### src/design/lkc_pkg.sv
// ----------------------------------------------------------------------------
// LRU key cache package
// Shared types and constants for the fully associative LRU key cache.
// ----------------------------------------------------------------------------
package lkc_pkg;

   // Width of the capacity register and its value after reset.
   localparam int CAP_W = 7;
   localparam logic [CAP_W-1:0] CAP_RESET = 7'd64;

   // Width of the operation code of an item.
   localparam int KIND_W = 2;

   // Operation codes. The unused code behaves as a lookup.
   typedef enum logic [KIND_W-1:0] {
      KIND_ACCESS = 2'd0,
      KIND_LOOKUP = 2'd1,
      KIND_REMOVE = 2'd2
   } lkc_kind_type;

   // Command broadcast from the control logic to every entry cell.
   typedef struct packed {
      logic touch;   // access hit: matched entry becomes most recent
      logic drop;    // remove hit: matched entry is deleted
      logic insert;  // access miss: new key goes into the fill slot
      logic evict;   // access miss at capacity: oldest entry is dropped
   } lkc_cmd_type;

endpackage

### src/design/lkc_entry.sv
// ----------------------------------------------------------------------------
// LRU key cache entry cell
// One slot of the cache: key, valid bit and recency rank, with the key
// compare and the rank update for every command.
// ----------------------------------------------------------------------------
module lkc_entry #(
   parameter int KEY_BITS = 64,
   parameter int RANK_W   = 6
) (
   input  logic                  clock,
   input  logic                  reset,
   input  lkc_pkg::lkc_cmd_type  cmd,
   input  logic [KEY_BITS-1:0]   key,
   input  logic [RANK_W-1:0]     ref_rank,
   input  logic [RANK_W-1:0]     last_rank,
   input  logic                  fill_sel,
   output logic                  match,
   output logic                  oldest,
   output logic                  valid,
   output logic [RANK_W-1:0]     rank,
   output logic [KEY_BITS-1:0]   key_out
);
   import lkc_pkg::*;

   logic                valid_ff, valid_in;
   logic [RANK_W-1:0]   rank_ff, rank_in;
   logic [KEY_BITS-1:0] key_ff, key_in;

   // Compare and age flags seen by the control logic.
   assign match   = valid_ff && (key_ff == key);
   assign oldest  = valid_ff && (rank_ff == last_rank);
   assign valid   = valid_ff;
   assign rank    = rank_ff;
   assign key_out = key_ff;

   // Next state of this slot for the command in flight.
   always_comb begin
      valid_in = valid_ff;
      rank_in  = rank_ff;
      key_in   = key_ff;
      if (cmd.touch) begin
         if (match) begin
            rank_in = '0;
         end else if (valid_ff && (rank_ff < ref_rank)) begin
            rank_in = rank_ff + 1'b1;
         end
      end
      if (cmd.drop) begin
         if (match) begin
            valid_in = 1'b0;
            rank_in  = '0;
         end else if (valid_ff && (rank_ff > ref_rank)) begin
            rank_in = rank_ff - 1'b1;
         end
      end
      if (cmd.insert) begin
         if (cmd.evict && oldest) begin
            valid_in = 1'b0;
            rank_in  = '0;
         end else if (valid_ff) begin
            rank_in = rank_ff + 1'b1;
         end
         if (fill_sel) begin
            valid_in = 1'b1;
            rank_in  = '0;
            key_in   = key;
         end
      end
   end

   // Control state of the slot.
   always_ff @(posedge clock) begin
      if (reset) begin
         valid_ff <= 1'b0;
         rank_ff  <= '0;
      end else begin
         valid_ff <= valid_in;
         rank_ff  <= rank_in;
      end
   end

   // Key storage; only read while the slot is valid.
   always_ff @(posedge clock) begin
      key_ff <= key_in;
   end

endmodule

### config.mk
export PLATFORM = sky130hd
export DESIGN_NAME = lkc_entry
export DESIGN_NICKNAME = d
export VERILOG_FILES = /design/src/design/lkc_pkg.sv /design/src/design/lkc_entry.sv
export SDC_FILE = /design/constraint.sdc
export NUM_CORES = 1
export LEC_CHECK = 0
export ABC_AREA = 1
export BUFFER_PORTS_ARGS = -buffer_cell sky130_fd_sc_hd__buf_2
export CELL_PAD_IN_SITES_DETAIL_PLACEMENT = 1
export CELL_PAD_IN_SITES_GLOBAL_PLACEMENT = 1
export CORE_AREA = 4 4 99 125
export DETAILED_ROUTE_END_ITERATION = 6
export DIE_AREA = 0 0 103 129
export PLACE_DENSITY_LB_ADDON = 0.1
export SETUP_SLACK_MARGIN = 0.2
export SLEW_MARGIN = 20
export SYNTH_ARGS = -nofsm -noshare
export SYNTH_HDL_FRONTEND = slang
export SYNTH_SLANG_ARGS = --single-unit
### constraint.sdc
create_clock -name clock -period 3.5 [get_ports clock]
set_clock_uncertainty 0.1 [all_clocks]
set_input_delay 0.175 -clock clock [delete_from_list [all_inputs] [get_ports clock]]
set_output_delay 0.175 -clock clock [all_outputs]
set_load 0.01 [all_outputs]
==> impl_results.rst <==
.. list-table::
   :header-rows: 1

   * - Metric
     - Value
   * - Status
     - finished clean
   * - 1st-iter DRT viols
     - 88
   * - Data arrival, critical path
     - 2.02 ns
   * - Cell Chain, Critical Path
     - dlygate4sd3_1 -> buf_2 -> nor2_1 -> nor2_1 -> nor2_1 -> nand2_1 -> nor2_1 -> nand2_1 -> nor2_2 -> nand2_1 -> nor2_1 -> buf_2
   * - Largest stage delay on the critical path
     - 0.53 ns
   * - Residual antenna-violating net count after detailed routing
     - 0
   * - Period utilization
     - 65.7%
   * - Cell internal power dissipation
     - 1640 uW
   * - Data required time at the worst endpoint
     - 3.22 ns
   * - Effective utilization at floorplan
     - 37.6%
   * - Boundary pin count
     - 156
   * - Slew headroom
     - 43.3%
   * - Gate family responsible for the most delay along the worst path
     - simple AND/OR/NAND/NOR gates
   * - Post-synthesis area per instance
     - 8.09 um2
   * - Max capacitance violation total
     - 0
   * - Logic gate share of total power
     - 17.3%
   * - Post-Synthesis Net Count
     - 606
   * - Post-Place Cells
     - 801
   * - Cell count after synthesis
     - 515
   * - Vias after detailed routing
     - 4086
   * - Sequential share of the synthesized area
     - 49.5%
   * - Worst Path Buf+Inv
     - 3
   * - Number of design rule violations left after detail routing
     - 0
   * - Diodes inserted
     - 0
   * - Average wire length per cell after detail routing
     - 14.8 um
   * - CTS Root Buffer Type
     - clkbuf_16
   * - Quantity of gates resized following cts
     - 0
   * - Count of final hold-check violations
     - 0
   * - CP startpoint kind
     - input pin
   * - Vias per std cell
     - 4.63
   * - Critical-path cell with the highest stage delay
     - dlygate4sd3_1
   * - Initial antenna violation count
     - 0
   * - Flip-flop and latch count after synthesis
     - 71
   * - Worst Hold Class
     - in2reg
   * - H-Tree Level Count
     - 3
   * - # port buffers
     - 155
   * - Clock-pin slew reported for the worst setup and hold paths after clock tree synthesis
     - 0.05 ns
   * - Final-layout setup total negative slack
     - 0 ns
   * - Number of global-route vias before repair
     - 4389
   * - Net total in the final layout
     - 833
   * - Most area-hungry cell type in the Yosys netlist
     - edfxtp_1
   * - Core Footprint
     - 11100 um2
   * - Insertion delay to the later sink of the worst-skew pair
     - 0.32 ns
   * - Cell area after synthesis
     - 4160 um2
   * - Final Critical Period
     - 2.30 ns
   * - Length of the first detailed-routing pass in iterations
     - 4
   * - Final setup slack of the worst path
     - 1.20 ns
   * - Largest net degree at the start of global routing
     - 39
   * - Worst setup timing slack at the placement stage
     - 1.34 ns
   * - Count of yosys warnings during synthesis
     - 0
   * - Fin Hold WS
     - 0.0527 ns
   * - First-pass GRT wire length
     - 20900 um
   * - Highest clock rate
     - 435 MHz
   * - Non-filler cells, final
     - 882
   * - Power density over the cells
     - 373 nW/um2
   * - Final Max Tran Viols
     - 0
   * - Area enclosed by the die boundary
     - 13300 um2
   * - Top area cells in the synthesized netlist
     - edfxtp_1, nand2_1, inv_1, nor2_1, xor2_1
   * - Cell mode on critical path
     - nor2_1
   * - Count of distinct cell types in the synthesized netlist
     - 31
   * - Total of endpoints with negative setup slack in the final report
     - 0
   * - Final core area utilization
     - 54.0%
   * - TritonCTS clock tree
     - built
   * - Leakage component of the power
     - 0.00311 uW
   * - FP Rows
     - 43
   * - Detail Placement HPWL
     - 9630 um
   * - Clock share of power
     - 36.6%
   * - Ratio of cells with drive above 1 in the final layout
     - 26.4%
   * - Net switching fraction of the power
     - 26.6%
   * - Seq pwr share
     - 46.1%
   * - CP Capture Type
     - output port
   * - RSZ-0062 raised after global routing
     - false
   * - Total wire length
     - 13100 um
   * - Global-route congestion overflow total
     - 0
   * - Max IR drop VDD
     - 0.213 mV
   * - Total net switching power
     - 594 uW
   * - Clock tree sinks
     - 71
   * - Total clock buffers created by CTS
     - 9
   * - Aggregate global-route resource usage
     - 20.0%
   * - Highest net fanout along the worst path
     - 5
   * - Setup repair bufs after CTS
     - 0
   * - Measured slew at the worst slew-check pin
     - 0.849 ns
   * - Global placement routability congestion
     - 0.832
   * - Type of the worst setup path
     - in2out
   * - Die width
     - 103 um
   * - Height of the die
     - 129 um
   * - Area share of the leading cell type in the synthesized netlist
     - 46.2%
   * - Area Growth Syn to Fin
     - 43.7%
   * - Maximum buffer depth of the clock tree
     - 2
[repair_timing]
action | in CTS | in global routing
endpoints found under the hold margin | 65 | 0
endpoints found under the setup margin | 0 | 0
hold buffers | 65 | 0
[synth_stat cells, drive strengths merged]
library cell	count
nor3	3
o22ai	1
or2	1
nand3	14
nand2	162
ha	8
edfxtp	64
xor2	28
o211ai	6
inv	100
clkinv	1
nor2	83
nand4	9
a31oi	1
a21oi	11
dfxtp	7
buf	6
o21ai	9
and2	1
[flip-flops by register name, indices dropped and copies added, names as in the netlist]
register,flops
key_out,64
rank,6
valid,1
[path summary, 6_finish.rpt]
path	depth (start not counted)	from	end	slack [ns]
worst max-delay path	12	key[9]	match	1.20
worst min register to register	2	valid$_SDFF_PP0_	valid$_SDFF_PP0_	0.56
worst min-delay path	3	fill_sel	valid$_SDFF_PP0_	0.05
worst max register to register	13	rank[3]$_SDFF_PP0_	rank[0]$_SDFF_PP0_	1.35
[kinds of logic (layout without fill, tap and decap cells)]
kind of cell,after synthesis,count (layout),share of synthesized area [%]
DFF,71,71,49.5
and+or+nand+nor,273,273,27.3
AOI/OAI and AO/OA,28,28,4.69
xor gates and xnor gates,28,28,5.89
buffers and inverters,107,339,10.2
adders and majority gates,8,8,2.40
[power groups by stage]
stage | clock, uW | sequential [uW] | combinational [uW]
after CTS | 838 | 1030 | 387
after global routing | 885 | 1040 | 433
after detailed placement | 0 | 1050 | 327
after global placement | 0 | 1040 | 314
final | 817 | 1030 | 386
after floorplan | 0 | 1060 | 145
[metrics by stage]
step | instance area (um2) | total power [uW]
5_1_grt | 5980 | 2350
6_report | 5980 | 2230
2_1_floorplan | 4160 | 1210
4_1_cts | 5980 | 2250
3_5_place_dp | 5080 | 1370
3_3_place_gp | 5080 | 1350
[tightest hold or removal path: stages]
cell,delay [ns]
buf_2,0.11
nand2_1,0.08
a21oi_1,0.07
[area by class of cell]
type | instances | area [um2]
sequential | 71 | 2060
clock buffer | 11 | 233
timing repair buffer | 222 | 1440
inverter | 101 | 379
multi-input combinational | 337 | 1680
tap | 135 | 169
clock inverter | 5 | 25.0
fill | 1388 | 5100
[layer usage]
layer / wire length (um) / global-route usage (%) / vias to the layer above
met5: 0 / 0 / -
met4: 197 / 6.48 / 0
met3: 678 / 3.58 / 14
met2: 7050 / 38.0 / 108
met1: 5150 / 22.1 / 1912
li1: - / - / 2052
[placed cells by master (no fill, tap or decap), drive strengths merged]
cell type / instances
o22ai: 1
dfxtp: 7
ha: 8
a21oi: 11
clkbuf: 11
nand2: 162
dlygate4sd3: 65
nor3: 3
nand3: 14
xor2: 28
or2: 1
o21ai: 9
inv: 100
a31oi: 1
buf: 157
and2: 1
clkinv: 5
clkinvlp: 1
edfxtp: 64
nor2: 83
nand4: 9
o211ai: 6
No activity file was read; power rests on OpenSTA's default activity.
